<file path="config.mk">
export PLATFORM = sky130hd
export DESIGN_NAME = sorted_priority_queue_top
export DESIGN_NICKNAME = d
export VERILOG_FILES = /design/src/rtl/spq_pkg.sv /design/src/rtl/sorted_priority_queue_top.sv /design/src/rtl/spq_mem.sv /design/src/rtl/spq_ctrl.sv /design/src/rtl/spq_out.sv
export SDC_FILE = /design/constraint.sdc
export NUM_CORES = 1
export LEC_CHECK = 0
export BUFFER_PORTS_ARGS = -buffer_cell sky130_fd_sc_hd__buf_2
export CAP_MARGIN = 20
export CORE_ASPECT_RATIO = 1.4
export CORE_UTILIZATION = 55
export DETAILED_ROUTE_END_ITERATION = 10
export GPL_ROUTABILITY_DRIVEN = 0
export GPL_TIMING_DRIVEN = 1
export PLACE_DENSITY = 0.75
export SKIP_LAST_GASP = 1
export SYNTH_ARGS = -nofsm -noshare
export SYNTH_HDL_FRONTEND = slang
export SYNTH_SLANG_ARGS = --single-unit
</file>
<file path="constraint.sdc">
create_clock -name clk_i -period 8.34 [get_ports clk_i]
set_input_delay 0.417 -clock clk_i [delete_from_list [all_inputs] [get_ports clk_i]]
set_output_delay 0.417 -clock clk_i [all_outputs]
set_load 0.01 [all_outputs]
</file>
<file path="src/rtl/spq_pkg.sv">
// ----------------------------------------------------------------------------
// Sorted priority queue package
// Shared widths, operation and status codes, and the result record.
// ----------------------------------------------------------------------------
package spq_pkg;

  localparam int QUEUE_DEPTH_DEF  = 16;
  localparam int PAYLOAD_BITS_DEF = 16;

  localparam int PRIO_W     = 16;
  localparam int TAG_PORT_W = 16;
  localparam int OCC_W      = 5;
  localparam int OP_W       = 2;
  localparam int STATUS_W   = 2;

  typedef enum logic [OP_W-1:0] {
    OP_INSERT = 2'd0,
    OP_APPEND = 2'd1,
    OP_REMOVE = 2'd2
  } op_e;

  typedef enum logic [STATUS_W-1:0] {
    ST_DONE  = 2'd0,
    ST_FULL  = 2'd1,
    ST_EMPTY = 2'd2
  } status_e;

  typedef struct packed {
    status_e                 status;
    logic [OCC_W-1:0]        occupancy;
    logic [TAG_PORT_W-1:0]   payload;
    logic [PRIO_W-1:0]       prio;
  } res_t;

endpackage

</file>
<file path="src/rtl/sorted_priority_queue_top.sv">
// ----------------------------------------------------------------------------
// Sorted priority queue
// Bounded queue in a ring of RAM slots; a priority insert keeps ascending order.
//
//   channel   direction  tuser          tdata (low bit up)
//   s_axis    in         operation      priority_req, payload
//   m_axis    out        status         out_priority, out_payload, occupancy
//
// One request at a time. A priority insert scans the entries ahead of the new
// one, and a tail insert goes at the end whatever its priority; the scan reads
// one RAM slot per cycle.
// Reset empties the queue at once; the RAM itself is not cleared.
// A stalled output holds the sequencer once its next result is ready.
// ----------------------------------------------------------------------------
module sorted_priority_queue_top
  import spq_pkg::*;
#(
  parameter int QUEUE_DEPTH  = QUEUE_DEPTH_DEF,
  parameter int PAYLOAD_BITS = PAYLOAD_BITS_DEF
) (
  input  logic        clk_i,
  input  logic        rst_ni,
  input  logic        s_axis_tvalid,
  output logic        s_axis_tready,
  input  logic [31:0] s_axis_tdata,   // priority_req[15:0], payload[31:16]
  input  logic [1:0]  s_axis_tuser,   // operation[1:0]
  output logic        m_axis_tvalid,
  input  logic        m_axis_tready,
  output logic [39:0] m_axis_tdata,   // out_priority[15:0], out_payload[31:16],
                                      // occupancy[36:32], zero[39:37]
  output logic [1:0]  m_axis_tuser    // status[1:0]
);

  localparam int TAG_W = (PAYLOAD_BITS < TAG_PORT_W) ? PAYLOAD_BITS : TAG_PORT_W;
  localparam int IDXW  = $clog2(QUEUE_DEPTH);
  localparam int DW    = PRIO_W + TAG_W;

  logic            mem_ren;
  logic [IDXW-1:0] mem_raddr;
  logic            mem_wen;
  logic [IDXW-1:0] mem_waddr;
  logic [DW-1:0]   mem_wdata;
  logic [DW-1:0]   mem_rdata;
  logic            res_valid;
  logic            res_ready;
  res_t            res;
  res_t            m_res;

  spq_ctrl #(
    .QUEUE_DEPTH(QUEUE_DEPTH),
    .TAG_W      (TAG_W),
    .IDXW       (IDXW),
    .DW         (DW)
  ) u_ctrl (
    .clk_i      (clk_i),
    .rst_ni     (rst_ni),
    .req_valid_i(s_axis_tvalid),
    .req_ready_o(s_axis_tready),
    .req_op_i   (s_axis_tuser),
    .req_prio_i (s_axis_tdata[PRIO_W-1:0]),
    .req_tag_i  (s_axis_tdata[PRIO_W +: TAG_W]),
    .mem_ren_o  (mem_ren),
    .mem_raddr_o(mem_raddr),
    .mem_wen_o  (mem_wen),
    .mem_waddr_o(mem_waddr),
    .mem_wdata_o(mem_wdata),
    .mem_rdata_i(mem_rdata),
    .res_valid_o(res_valid),
    .res_o      (res),
    .res_ready_i(res_ready)
  );

  spq_mem #(
    .DEPTH(QUEUE_DEPTH),
    .IDXW (IDXW),
    .DW   (DW)
  ) u_mem (
    .clk_i  (clk_i),
    .ren_i  (mem_ren),
    .raddr_i(mem_raddr),
    .wen_i  (mem_wen),
    .waddr_i(mem_waddr),
    .wdata_i(mem_wdata),
    .rdata_o(mem_rdata)
  );

  spq_out u_out (
    .clk_i      (clk_i),
    .rst_ni     (rst_ni),
    .res_valid_i(res_valid),
    .res_i      (res),
    .res_ready_o(res_ready),
    .m_valid_o  (m_axis_tvalid),
    .m_data_o   (m_res),
    .m_ready_i  (m_axis_tready)
  );

  assign m_axis_tdata = {3'b000, m_res.occupancy, m_res.payload, m_res.prio};
  assign m_axis_tuser = m_res.status;

endmodule

</file>
<file path="src/rtl/spq_mem.sv">
// ----------------------------------------------------------------------------
// Sorted priority queue entry store
// Simple dual-port RAM: one write and one registered read per cycle.
// ----------------------------------------------------------------------------
module spq_mem #(
  parameter int DEPTH = 16,
  parameter int IDXW  = 4,
  parameter int DW    = 32
) (
  input  logic            clk_i,
  input  logic            ren_i,
  input  logic [IDXW-1:0] raddr_i,
  input  logic            wen_i,
  input  logic [IDXW-1:0] waddr_i,
  input  logic [DW-1:0]   wdata_i,
  output logic [DW-1:0]   rdata_o
);

  logic [DW-1:0] mem_q [DEPTH];
  logic [DW-1:0] rdata_q;

  always_ff @(posedge clk_i) begin
    if (wen_i) begin
      mem_q[waddr_i] <= wdata_i;
    end
  end

  always_ff @(posedge clk_i) begin
    if (ren_i) begin
      rdata_q <= mem_q[raddr_i];
    end
  end

  assign rdata_o = rdata_q;

endmodule

</file>
<file path="src/rtl/spq_ctrl.sv">
// ----------------------------------------------------------------------------
// Sorted priority queue sequencer
// Keeps the queue as a ring in the entry store. A priority insert walks the
// entries from the head, moving each smaller one down a slot, and drops the
// new entry into the gap; the head pointer then steps back by one.
// ----------------------------------------------------------------------------
module spq_ctrl
  import spq_pkg::*;
#(
  parameter int QUEUE_DEPTH = QUEUE_DEPTH_DEF,
  parameter int TAG_W       = TAG_PORT_W,
  parameter int IDXW        = $clog2(QUEUE_DEPTH),
  parameter int DW          = PRIO_W + TAG_W
) (
  input  logic               clk_i,
  input  logic               rst_ni,
  input  logic               req_valid_i,
  output logic               req_ready_o,
  input  logic [OP_W-1:0]    req_op_i,
  input  logic [PRIO_W-1:0]  req_prio_i,
  input  logic [TAG_W-1:0]   req_tag_i,
  output logic               mem_ren_o,
  output logic [IDXW-1:0]    mem_raddr_o,
  output logic               mem_wen_o,
  output logic [IDXW-1:0]    mem_waddr_o,
  output logic [DW-1:0]      mem_wdata_o,
  input  logic [DW-1:0]      mem_rdata_i,
  output logic               res_valid_o,
  output res_t               res_o,
  input  logic               res_ready_i
);

  localparam int CW = $clog2(QUEUE_DEPTH + 1);
  localparam logic [IDXW:0]   DEPTH_X = (IDXW+1)'(QUEUE_DEPTH);
  localparam logic [CW-1:0]   DEPTH_C = CW'(QUEUE_DEPTH);
  localparam logic [IDXW-1:0] LAST_IDX = IDXW'(QUEUE_DEPTH - 1);

  typedef enum logic [2:0] {
    S_IDLE,
    S_SCAN,
    S_TAIL,
    S_RDHEAD,
    S_POP,
    S_DONE
  } state_e;

  state_e            state_q;
  logic [IDXW-1:0]   head_q;
  logic [CW-1:0]     cnt_q;
  logic [CW-1:0]     rk_q;
  logic [CW-1:0]     ck_q;
  logic              dv_q;
  res_t              res_q;
  logic [PRIO_W-1:0] req_prio_q;
  logic [TAG_W-1:0]  req_tag_q;

  logic [IDXW-1:0]   hm1;
  logic [PRIO_W-1:0] rd_prio;
  logic [TAG_W-1:0]  rd_tag;
  logic              hit;
  logic              scan_end;
  logic              scan_rd;
  logic              full;
  op_e               req_op;
  status_e           idle_st;
  logic [DW-1:0]     new_entry;

  function automatic logic [IDXW-1:0] wrap_idx(input logic [IDXW:0] x);
    logic [IDXW:0] y;
    y = (x >= DEPTH_X) ? (x - DEPTH_X) : x;
    return y[IDXW-1:0];
  endfunction

  always_comb begin
    hm1       = (head_q == '0) ? LAST_IDX : (head_q - 1'b1);
    rd_prio   = mem_rdata_i[PRIO_W-1:0];
    rd_tag    = mem_rdata_i[DW-1:PRIO_W];
    // first entry whose priority is not smaller marks the insert point
    hit       = dv_q && (rd_prio >= req_prio_q);
    scan_end  = !dv_q && (rk_q == cnt_q);
    scan_rd   = !hit && (rk_q < cnt_q);
    full      = (cnt_q == DEPTH_C);
    req_op    = op_e'(req_op_i);
    idle_st   = ((req_op inside {OP_INSERT, OP_APPEND}) && full) ? ST_FULL :
                ((req_op == OP_REMOVE) && (cnt_q == '0))         ? ST_EMPTY :
                                                                    ST_DONE;
    new_entry = {req_tag_q, req_prio_q};
  end

  always_comb begin
    mem_ren_o   = 1'b0;
    mem_raddr_o = head_q;
    mem_wen_o   = 1'b0;
    mem_waddr_o = head_q;
    mem_wdata_o = new_entry;
    case (state_q)
      S_SCAN: begin
        mem_ren_o   = scan_rd;
        mem_raddr_o = wrap_idx({1'b0, head_q} + (IDXW+1)'(rk_q));
        mem_wen_o   = dv_q || scan_end;
        // logical slot one below the entry just looked at
        mem_waddr_o = wrap_idx({1'b0, hm1} + (IDXW+1)'(scan_end ? cnt_q : ck_q));
        mem_wdata_o = (hit || scan_end) ? new_entry : mem_rdata_i;
      end
      S_TAIL: begin
        mem_wen_o   = 1'b1;
        mem_waddr_o = wrap_idx({1'b0, head_q} + (IDXW+1)'(cnt_q));
      end
      S_RDHEAD: begin
        mem_ren_o = 1'b1;
      end
      default: begin
      end
    endcase
  end

  always_ff @(posedge clk_i) begin
    if (req_valid_i && req_ready_o) begin
      req_prio_q <= req_prio_i;
      req_tag_q  <= req_tag_i;
    end
  end

  always_ff @(posedge clk_i or negedge rst_ni) begin
    if (!rst_ni) begin
      state_q <= S_IDLE;
      head_q  <= '0;
      cnt_q   <= '0;
      rk_q    <= '0;
      ck_q    <= '0;
      dv_q    <= 1'b0;
      res_q   <= '0;
    end else begin
      case (state_q)
        S_IDLE: begin
          if (req_valid_i) begin
            rk_q  <= '0;
            dv_q  <= 1'b0;
            res_q <= '{status: idle_st, occupancy: OCC_W'(cnt_q),
                       payload: '0, prio: '0};
            case (req_op)
              OP_INSERT, OP_APPEND: begin
                if (full) begin
                  state_q <= S_DONE;
                end else if (req_op == OP_INSERT) begin
                  state_q <= S_SCAN;
                end else begin
                  state_q <= S_TAIL;
                end
              end
              OP_REMOVE: begin
                if (cnt_q == '0) begin
                  state_q <= S_DONE;
                end else begin
                  state_q <= S_RDHEAD;
                end
              end
              default: begin
                state_q <= S_DONE;
              end
            endcase
          end
        end
        S_SCAN: begin
          rk_q <= rk_q + CW'(scan_rd);
          dv_q <= scan_rd;
          ck_q <= rk_q;
          if (hit || scan_end) begin
            head_q          <= hm1;
            cnt_q           <= cnt_q + 1'b1;
            res_q.occupancy <= OCC_W'(cnt_q + 1'b1);
            state_q         <= S_DONE;
          end
        end
        S_TAIL: begin
          cnt_q           <= cnt_q + 1'b1;
          res_q.occupancy <= OCC_W'(cnt_q + 1'b1);
          state_q         <= S_DONE;
        end
        S_RDHEAD: begin
          state_q <= S_POP;
        end
        S_POP: begin
          res_q   <= '{status: ST_DONE, occupancy: OCC_W'(cnt_q - 1'b1),
                       payload: TAG_PORT_W'(rd_tag), prio: rd_prio};
          cnt_q   <= cnt_q - 1'b1;
          head_q  <= wrap_idx({1'b0, head_q} + 1'b1);
          state_q <= S_DONE;
        end
        S_DONE: begin
          if (res_ready_i) begin
            state_q <= S_IDLE;
          end
        end
        default: begin
          state_q <= S_IDLE;
        end
      endcase
    end
  end

  assign req_ready_o = (state_q == S_IDLE);
  assign res_valid_o = (state_q == S_DONE);
  assign res_o       = res_q;

endmodule

</file>
<file path="src/rtl/spq_out.sv">
// ----------------------------------------------------------------------------
// Sorted priority queue result register
// Holds one finished result until the downstream side takes the transfer.
// ----------------------------------------------------------------------------
module spq_out
  import spq_pkg::*;
(
  input  logic clk_i,
  input  logic rst_ni,
  input  logic res_valid_i,
  input  res_t res_i,
  output logic res_ready_o,
  output logic m_valid_o,
  output res_t m_data_o,
  input  logic m_ready_i
);

  logic valid_q;
  res_t data_q;

  assign res_ready_o = !valid_q || m_ready_i;

  always_ff @(posedge clk_i or negedge rst_ni) begin
    if (!rst_ni) begin
      valid_q <= 1'b0;
    end else if (res_ready_o) begin
      valid_q <= res_valid_i;
    end
  end

  always_ff @(posedge clk_i) begin
    if (res_valid_i && res_ready_o) begin
      data_q <= res_i;
    end
  end

  assign m_valid_o = valid_q;
  assign m_data_o  = data_q;

endmodule

</file>
==> impl_metrics.prom, run 1 <==
# TYPE chip_impl_metric gauge
chip_impl_metric{name="powerDensity",unit="mW/mm^2"} 209
chip_impl_info{name="mostFrequentLayoutCells",value="sky130_fd_sc_hd__edfxtp_1 (615), sky130_fd_sc_hd__nand2_1 (478), sky130_fd_sc_hd__nand3_1 (205)"} 1
chip_impl_metric{name="required",unit="ps"} 8570
chip_impl_metric{name="grt_overflow_total",unit=""} 0
chip_impl_metric{name="setup-tns-final",unit="ps"} 0
chip_impl_metric{name="die_width",unit="um"} 191
chip_impl_metric{name="reg2regPathDepth",unit=""} 12
chip_impl_metric{name="finalPower",unit="mW"} 6.46
chip_impl_metric{name="worstPathBufferInverterCount",unit=""} 2
chip_impl_metric{name="numCtsBuffers",unit=""} 59
chip_impl_metric{name="top_level_ports",unit=""} 82
chip_impl_metric{name="syn-instance-count",unit=""} 1984
chip_impl_metric{name="drv_slew",unit=""} 0
chip_impl_metric{name="slew_headroom",unit="%"} 24.0
chip_impl_metric{name="yosysUniqueCellTypes",unit=""} 68
chip_impl_metric{name="reg2reg_setup_slack",unit="ps"} 3360
chip_impl_info{name="whs_endpoint",value="u_ctrl.res_o[37]$_DFFE_PN0P_"} 1
chip_impl_info{name="worstSetupEndpointType",value="register"} 1
chip_impl_metric{name="timing.final.crit_period",unit="ps"} 4980
chip_impl_metric{name="core-area",unit="mm^2"} 0.0491
chip_impl_info{name="crit_family",value="simple AND/OR/NAND/NOR gates"} 1
chip_impl_metric{name="die_height",unit="um"} 266
chip_impl_metric{name="clock_tree.buffer_depth",unit=""} 3
chip_impl_metric{name="worstPathArrival",unit="ps"} 5200
chip_impl_info{name="hold_path.startpoint",value="s_axis_tuser[1]"} 1
chip_impl_metric{name="routedWlPerCell",unit="um"} 22.5
chip_impl_metric{name="floorplan.rows",unit=""} 96
chip_impl_metric{name="placement.cell_area",unit="mm^2"} 0.0285
chip_impl_metric{name="clock_sinks",unit=""} 677
chip_impl_metric{name="post-place-cells",unit=""} 2618
chip_impl_info{name="rsz_0062_raised_after_global_routing",value="false"} 1
chip_impl_metric{name="finalSetupViolations",unit=""} 0
chip_impl_metric{name="drt-initial-drc-count",unit=""} 1850
chip_impl_metric{name="via_density_per_instance",unit=""} 6.08
chip_impl_metric{name="hold_viol_final",unit=""} 0
chip_impl_info{name="critical_path.slowest_cell",value="sky130_fd_sc_hd__and3_2"} 1
chip_impl_info{name="cp_cell_sequence",value="inv_1, ha_1, and4_1, nand3_1, o21ai_0, ha_1, a21o_1, a21oi_1, xnor3_1, a21oi_1, buf_4, and3_2"} 1
chip_impl_metric{name="grt_pass1_vias",unit=""} 17000
chip_impl_metric{name="detail_route.first_pass.iterations",unit=""} 5
chip_impl_metric{name="maximum_single_stage_delay_on_the_critical_path",unit="ps"} 880
chip_impl_metric{name="routed-via-count",unit=""} 16800
chip_impl_metric{name="max_slew.worst_pin.slew",unit="ps"} 1140
chip_impl_metric{name="fin_cells",unit=""} 2766
chip_impl_metric{name="skew",unit="ps"} 19.8
chip_impl_metric{name="number_of_max_capacitance_violations_reported",unit=""} 0
chip_impl_metric{name="syn_avg_cell_area",unit="um^2"} 13.8
chip_impl_metric{name="async_flop_share",unit="%"} 9.16
chip_impl_metric{name="finalCritPeriodShare",unit="%"} 59.7
chip_impl_metric{name="clk_pin_slew_worst_paths",unit="ps"} 70
chip_impl_metric{name="drt.antenna.violating_nets",unit=""} 0
chip_impl_metric{name="synth-edff-count",unit=""} 615
chip_impl_info{name="r2r_end",value="u_mem.mem_q[0][2]$_DFFE_PP_"} 1
chip_impl_info{name="mostFrequentLayoutCell",value="sky130_fd_sc_hd__edfxtp_1"} 1
chip_impl_metric{name="n_antenna_cell",unit=""} 0
chip_impl_metric{name="drive_above_1_share",unit="%"} 13.0
chip_impl_metric{name="dp.final_hpwl",unit="um"} 35600
chip_impl_metric{name="achievable-frequency",unit="MHz"} 201
chip_impl_metric{name="synth.ff_latch_count",unit=""} 677
chip_impl_metric{name="finish.net_count",unit=""} 2156
chip_impl_info{name="tritoncts_clock_tree",value="done"} 1
chip_impl_info{name="hold_class",value="in -> reg"} 1
chip_impl_metric{name="holdPathStages",unit=""} 2
chip_impl_metric{name="finish.instance_area",unit="mm^2"} 0.0309
chip_impl_metric{name="synthToLayoutAreaGrowth",unit="%"} 12.3
chip_impl_metric{name="critical_path_peak_fanout",unit=""} 32
chip_impl_metric{name="grt_max_degree",unit=""} 181
chip_impl_metric{name="initial_core_util",unit="%"} 55.9
chip_impl_metric{name="grt_first_pass_wirelength",unit="um"} 95200
chip_impl_metric{name="synth_seq_area_share",unit="%"} 72.9
chip_impl_info{name="critical_path.reg2reg.startpoint",value="u_ctrl.cnt_q[1]$_DFFE_PN0P_"} 1
chip_impl_metric{name="cts_resized",unit=""} 0
chip_impl_metric{name="antenna_found_initial",unit=""} 0
chip_impl_metric{name="max-vdd-ir-drop",unit="V"} 0.000182
chip_impl_metric{name="clk_lat_worst_skew",unit="ps"} 620
chip_impl_metric{name="dieArea",unit="mm^2"} 0.0509
chip_impl_metric{name="power.leakage",unit="nW"} 9.79
chip_impl_metric{name="drt-total-wl",unit="um"} 62200
chip_impl_metric{name="post-route-drc-count",unit=""} 0
chip_impl_metric{name="grt.total_usage",unit="%"} 24.8
chip_impl_info{name="critPathLaunchType",value="register"} 1
chip_impl_info{name="synth-main-ff-cell",value="sky130_fd_sc_hd__edfxtp_1"} 1
chip_impl_metric{name="synthesis.area",unit="mm^2"} 0.0275
chip_impl_info{name="cts_root_buffer",value="sky130_fd_sc_hd__clkbuf_16"} 1
chip_impl_metric{name="portBuffers",unit=""} 78
chip_impl_info{name="status",value="completed"} 1
chip_impl_metric{name="synth_warnings",unit=""} 0
chip_impl_metric{name="cts.htree.levels",unit=""} 2
chip_impl_info{name="criticalPathCategory",value="reg -> reg"} 1
-- cells by family (layout without fill, tap and decap cells) --
group | count (synthesis) | count (layout) | synth area share (%)
compound gates | 219 | 219 | 5.60
xor+xnor | 16 | 16 | 0.560
fa+ha+maj | 39 | 39 | 1.86
buf+inv | 154 | 297 | 2.47
flops | 677 | 677 | 72.9
mux | 106 | 106 | 4.43
other cells | 1 | 3 | 0.0136
simple gates | 772 | 772 | 12.2
-- per-stage QoR --
stage / worst slack, ps / utilization, % / hold WS, ps
final: 3360 / 62.8 / 78.7
after global routing: 3090 / 62.8 / 81.2
after CTS: 2890 / 62.7 / 54.6
after detailed placement: 2920 / 58.0 / 431
after global placement: 3120 / 58.0 / 427
after floorplan: 1030 / - / 121
-- registers in the layout, indices dropped and copies added (netlist names), 5 cells and up --
register	count
u_ctrl.cnt_q	5
u_ctrl.rk_q	5
u_mem.rdata_o	32
u_out.m_data_o	39
u_ctrl.req_tag_q	16
u_ctrl.res_o	39
u_ctrl.req_prio_q	16
u_mem.mem_q	512
-- worst register-to-register path, cell delays in order (launching register included) --
cell                      delay, ps
sky130_fd_sc_hd__dfrtp_1        480
sky130_fd_sc_hd__inv_1          200
sky130_fd_sc_hd__ha_1           320
sky130_fd_sc_hd__and4_1         290
sky130_fd_sc_hd__nand3_1        320
sky130_fd_sc_hd__o21ai_0        450
sky130_fd_sc_hd__ha_1           300
sky130_fd_sc_hd__a21o_1         150
sky130_fd_sc_hd__a21oi_1        190
sky130_fd_sc_hd__xnor3_1        380
sky130_fd_sc_hd__a21oi_1        360
sky130_fd_sc_hd__buf_4          260
sky130_fd_sc_hd__and3_2         880
-- routing by layer --
layer	wire, um	GRT usage, %	vias up
li1	-	-	7531
met2	31800	42.6	783
met5	0	0	-
met3	4480	3.17	157
met1	23600	31.4	8334
met4	2370	10.8	0
-- power by group --
group          internal [mW]  leakage, nW          switching (mW)
combinational         0.0169         4.44                  0.0122
sequential              3.65         4.39  0.00000000000000000940
clock                   1.58        0.965                    1.20
-- what timing repair did --
| action | in CTS | in global routing |
|---|---|---|
| hold buffers | 33 | 0 |
| endpoints found under the hold margin | 39 | 0 |
| buffers inserted | 0 | 0 |
| endpoints found under the setup margin | 0 | 0 |
-- layout make-up --
| cell class | instances | area, um^2 |
|---|---|---|
| sequential | 677 | 20000 |
| multi-input combinational | 1155 | 6890 |
| timing repair buffer | 147 | 1030 |
| clock inverter | 43 | 458 |
| tap | 637 | 797 |
| clock buffer | 68 | 1510 |
| fill | 3464 | 18300 |
| inverter | 39 | 146 |
-- how the worst max path moves through the flow --
stage               depth (start not counted)  slack (ps)                         from                           end
floorplan                                  14        1030  u_ctrl.cnt_q[2]$_DFFE_PN0P_   u_mem.mem_q[1][0]$_DFFE_PP_
global placement                           11        3120  u_ctrl.cnt_q[2]$_DFFE_PN0P_  u_mem.mem_q[0][28]$_DFFE_PP_
CTS                                        11        2890  u_ctrl.cnt_q[1]$_DFFE_PN0P_   u_mem.mem_q[0][5]$_DFFE_PP_
global route                               12        3090  u_ctrl.cnt_q[1]$_DFFE_PN0P_  u_mem.mem_q[0][20]$_DFFE_PP_
detailed placement                         11        2920  u_ctrl.cnt_q[1]$_DFFE_PN0P_  u_mem.mem_q[0][25]$_DFFE_PP_
finish                                     12        3360  u_ctrl.cnt_q[1]$_DFFE_PN0P_   u_mem.mem_q[0][2]$_DFFE_PP_
-- cells in the mapped netlist, drive strengths merged (2+ instances only) --
master | number | area, um^2
edfxtp | 615 | 18500
nand2 | 479 | 1800
nand3 | 205 | 1030
mux2i | 69 | 691
a32oi | 64 | 561
clkbuf | 63 | 236
dfrtp | 62 | 1550
a21oi | 57 | 289
buf | 52 | 297
inv | 39 | 146
mux2 | 37 | 526
ha | 36 | 450
a31oi | 34 | 228
o21ai | 27 | 139
nor2 | 21 | 91.3
nor3 | 17 | 85.1
and3 | 11 | 68.8
xnor2 | 10 | 87.6
nand2b | 8 | 50.1
a21o | 6 | 45.0
a2111oi | 5 | 62.6
nand4 | 5 | 31.3
xor2 | 5 | 43.8
and2 | 4 | 25.0
o31ai | 4 | 30.0
and4 | 3 | 26.3
fa | 3 | 60.1
nor2b | 3 | 18.8
nor3b | 3 | 27.5
o22ai | 3 | 18.8
a211oi | 2 | 15.0
nor4 | 2 | 12.5
nor4b | 2 | 17.5
o21a | 2 | 15.0
o21ba | 2 | 20.0
o311ai | 2 | 17.5
or2 | 2 | 12.5
or3 | 2 | 12.5
(Power assumes the default switching activity.)
==> run 2, diff against run 1 <==
--- a/config.mk
+++ b/config.mk
@@ -12,7 +12,7 @@
 export DETAILED_ROUTE_END_ITERATION = 10
 export GPL_ROUTABILITY_DRIVEN = 0
 export GPL_TIMING_DRIVEN = 1
-export PLACE_DENSITY = 0.75
+export PLACE_DENSITY = 0.72
 export SKIP_LAST_GASP = 1
 export SYNTH_ARGS = -nofsm -noshare
 export SYNTH_HDL_FRONTEND = slang
==> constraint.sdc (replaced) <==
create_clock -name clk_i -period 5 [get_ports clk_i]
set_input_delay 0.25 -clock clk_i [delete_from_list [all_inputs] [get_ports clk_i]]
set_output_delay 0.25 -clock clk_i [all_outputs]
set_load 0.01 [all_outputs]
==> impl_metrics.prom, run 2 (synthesis gave the netlist of run 1 again) <==
# TYPE chip_impl_metric gauge
chip_impl_info{name="mostFrequentLayoutCells",value="sky130_fd_sc_hd__edfxtp_1 (615), sky130_fd_sc_hd__nand2_1 (478), sky130_fd_sc_hd__nand3_1 (205)"} 1
chip_impl_metric{name="setup-tns-final",unit="ps"} 0
chip_impl_metric{name="drt-initial-drc-count",unit=""} 1696
chip_impl_metric{name="max-vdd-ir-drop",unit="V"} 0.000286
chip_impl_metric{name="cts_setup_buffers",unit=""} 0
chip_impl_metric{name="hold_viol_final",unit=""} 0
chip_impl_metric{name="die_height",unit="um"} 266
chip_impl_info{name="crit_start",value="u_ctrl.cnt_q[2]$_DFFE_PN0P_"} 1
chip_impl_metric{name="power.leakage",unit="nW"} 9.81
chip_impl_metric{name="largest_register_ff_count",unit=""} 512
chip_impl_metric{name="clk_lat_worst_skew",unit="ps"} 620
chip_impl_metric{name="dp.final_hpwl",unit="um"} 36000
chip_impl_metric{name="grt_overflow_total",unit=""} 0
chip_impl_metric{name="slew_headroom",unit="%"} 30.9
chip_impl_metric{name="finalSetupViolations",unit=""} 0
chip_impl_metric{name="dieArea",unit="mm^2"} 0.0509
chip_impl_metric{name="finalCritPeriodShare",unit="%"} 93.6
chip_impl_info{name="hold_class",value="in -> reg"} 1
chip_impl_info{name="status",value="completed"} 1
chip_impl_metric{name="floorplan.rows",unit=""} 96
chip_impl_metric{name="drt.antenna.violating_nets",unit=""} 0
chip_impl_metric{name="routedWlPerCell",unit="um"} 22.7
chip_impl_info{name="max_flop_register",value="u_mem.mem_q"} 1
chip_impl_metric{name="number_of_max_capacitance_violations_reported",unit=""} 0
chip_impl_info{name="critPathLaunchType",value="register"} 1
chip_impl_metric{name="die_width",unit="um"} 191
chip_impl_metric{name="grt.total_usage",unit="%"} 25.0
chip_impl_metric{name="portBuffers",unit=""} 78
chip_impl_metric{name="grt_pass1_vias",unit=""} 16400
chip_impl_info{name="criticalPathCategory",value="reg -> reg"} 1
chip_impl_metric{name="top_level_ports",unit=""} 82
chip_impl_info{name="cts_root_buffer",value="sky130_fd_sc_hd__clkbuf_16"} 1
chip_impl_metric{name="synthToLayoutAreaGrowth",unit="%"} 12.9
chip_impl_metric{name="drive_above_1_share",unit="%"} 13.1
chip_impl_metric{name="filler_cell_count",unit=""} 3533
chip_impl_metric{name="max_slew.worst_pin.slew",unit="ps"} 1040
chip_impl_metric{name="via_density_per_instance",unit=""} 6.08
chip_impl_info{name="hold_path.startpoint",value="s_axis_tvalid"} 1
chip_impl_metric{name="cts_hold_repair.buffers",unit=""} 36
chip_impl_metric{name="worstPathArrival",unit="ps"} 4940
chip_impl_metric{name="grt_max_degree",unit=""} 112
chip_impl_info{name="mostFrequentLayoutCell",value="sky130_fd_sc_hd__edfxtp_1"} 1
chip_impl_metric{name="initial_core_util",unit="%"} 55.9
chip_impl_info{name="rsz_0062_raised_after_global_routing",value="false"} 1
chip_impl_info{name="worstSetupEndpointType",value="register"} 1
chip_impl_metric{name="routed-via-count",unit=""} 16900
chip_impl_metric{name="powerDensity",unit="mW/mm^2"} 337
chip_impl_metric{name="clk_pin_slew_worst_paths",unit="ps"} 60
chip_impl_info{name="tritoncts_clock_tree",value="done"} 1
chip_impl_metric{name="critical_path_peak_fanout",unit=""} 22
chip_impl_metric{name="drv_slew",unit=""} 0
chip_impl_metric{name="n_antenna_cell",unit=""} 0
chip_impl_metric{name="detail_route.first_pass.iterations",unit=""} 5
chip_impl_metric{name="numCtsBuffers",unit=""} 59
chip_impl_info{name="critical_path.reg2reg.startpoint",value="u_ctrl.cnt_q[2]$_DFFE_PN0P_"} 1
chip_impl_metric{name="cts_resized",unit=""} 0
chip_impl_metric{name="finalHoldWorstSlack",unit="ps"} 69.9
chip_impl_metric{name="cts.htree.levels",unit=""} 2
chip_impl_metric{name="post-route-drc-count",unit=""} 0
chip_impl_metric{name="timing.final.crit_period",unit="ps"} 4680
chip_impl_metric{name="clock_sinks",unit=""} 677
chip_impl_metric{name="drt-total-wl",unit="um"} 63000
chip_impl_metric{name="clock_tree.buffer_depth",unit=""} 3
chip_impl_metric{name="skew",unit="ps"} 26.0
chip_impl_metric{name="core-area",unit="mm^2"} 0.0491
chip_impl_metric{name="grt_first_pass_wirelength",unit="um"} 95300
chip_impl_metric{name="antenna_found_initial",unit=""} 0
chip_impl_metric{name="required",unit="ps"} 5260
chip_impl_metric{name="finish.net_count",unit=""} 2171
chip_impl_metric{name="achievable-frequency",unit="MHz"} 214
[run 2: cell type report]
cell class	instances	area, um^2	share of cell area, %
clock buffers	82	1640	5.27
multi-input cells	1155	6950	22.4
flip-flops and latches	677	20000	64.5
clock inverters	30	186	0.601
well taps	637	797	2.57
repair buffers	162	1290	4.17
inverters	39	146	0.472
[run 2: worst paths after layout]
| kind | to | cells after the start | slack (ps) |
|---|---|---|---|
| worst max-delay path | u_mem.mem_q[1][19]$_DFFE_PP_ | 13 | 320 |
| worst min-delay path | u_ctrl.state_q[2]$_DFFE_PN0P_ | 5 | 70 |
| worst max register to register | u_mem.mem_q[1][19]$_DFFE_PP_ | 13 | 320 |
| worst min register to register | u_out.m_data_o[3]$_DFFE_PP_ | 0 | 440 |
| max in group asynchronous | u_ctrl.res_o[12]$_DFFE_PN0P_ | 3 | 4070 |
| min in group asynchronous | u_ctrl.res_o[27]$_DFFE_PN0P_ | 3 | 330 |
[run 2: power by group]
part	switching (mW)	total, mW	internal (mW)
clock network	1.98	4.32	2.34
logic	0.0207	0.0504	0.0297
registers	0.0000000000000000157	6.09	6.09
total	2.00	10.5	8.45
[run 2: stage by stage]
step	total power [mW]	util [%]	instances	setup WS, ps	area [um^2]
6_report	10.5	63.2	2782	318	31000
4_1_cts	10.5	63.1	2781	379	31000
3_3_place_gp	6.24	58.7	2633	504	28800
2_1_floorplan	6.21	-	1986	-881	27500
3_5_place_dp	6.24	58.7	2633	378	28800
5_1_grt	10.7	63.2	2782	94.1	31000
[run 2: routing by layer]
layer  GRT usage [%]  up-vias  share of wire [%]
li1                -     7562                  -
met1            33.0     8409                 39
met2            42.2      782                 50
met3            2.83      156                7.4
met4            9.90        0                3.6
met5               0        -                  0
[run 2: worst max-delay path, cell delays in order, from the launching register on]
cell,delay [ps]
sky130_fd_sc_hd__dfrtp_1,500
sky130_fd_sc_hd__inv_1,160
sky130_fd_sc_hd__ha_1,330
sky130_fd_sc_hd__and4_1,310
sky130_fd_sc_hd__nand3_1,320
sky130_fd_sc_hd__nand2_1,150
sky130_fd_sc_hd__o21ai_0,110
sky130_fd_sc_hd__ha_1,260
sky130_fd_sc_hd__fa_1,420
sky130_fd_sc_hd__xor2_1,180
sky130_fd_sc_hd__a221o_1,410
sky130_fd_sc_hd__or2_2,400
sky130_fd_sc_hd__a2111oi_4,310
sky130_fd_sc_hd__buf_4,450
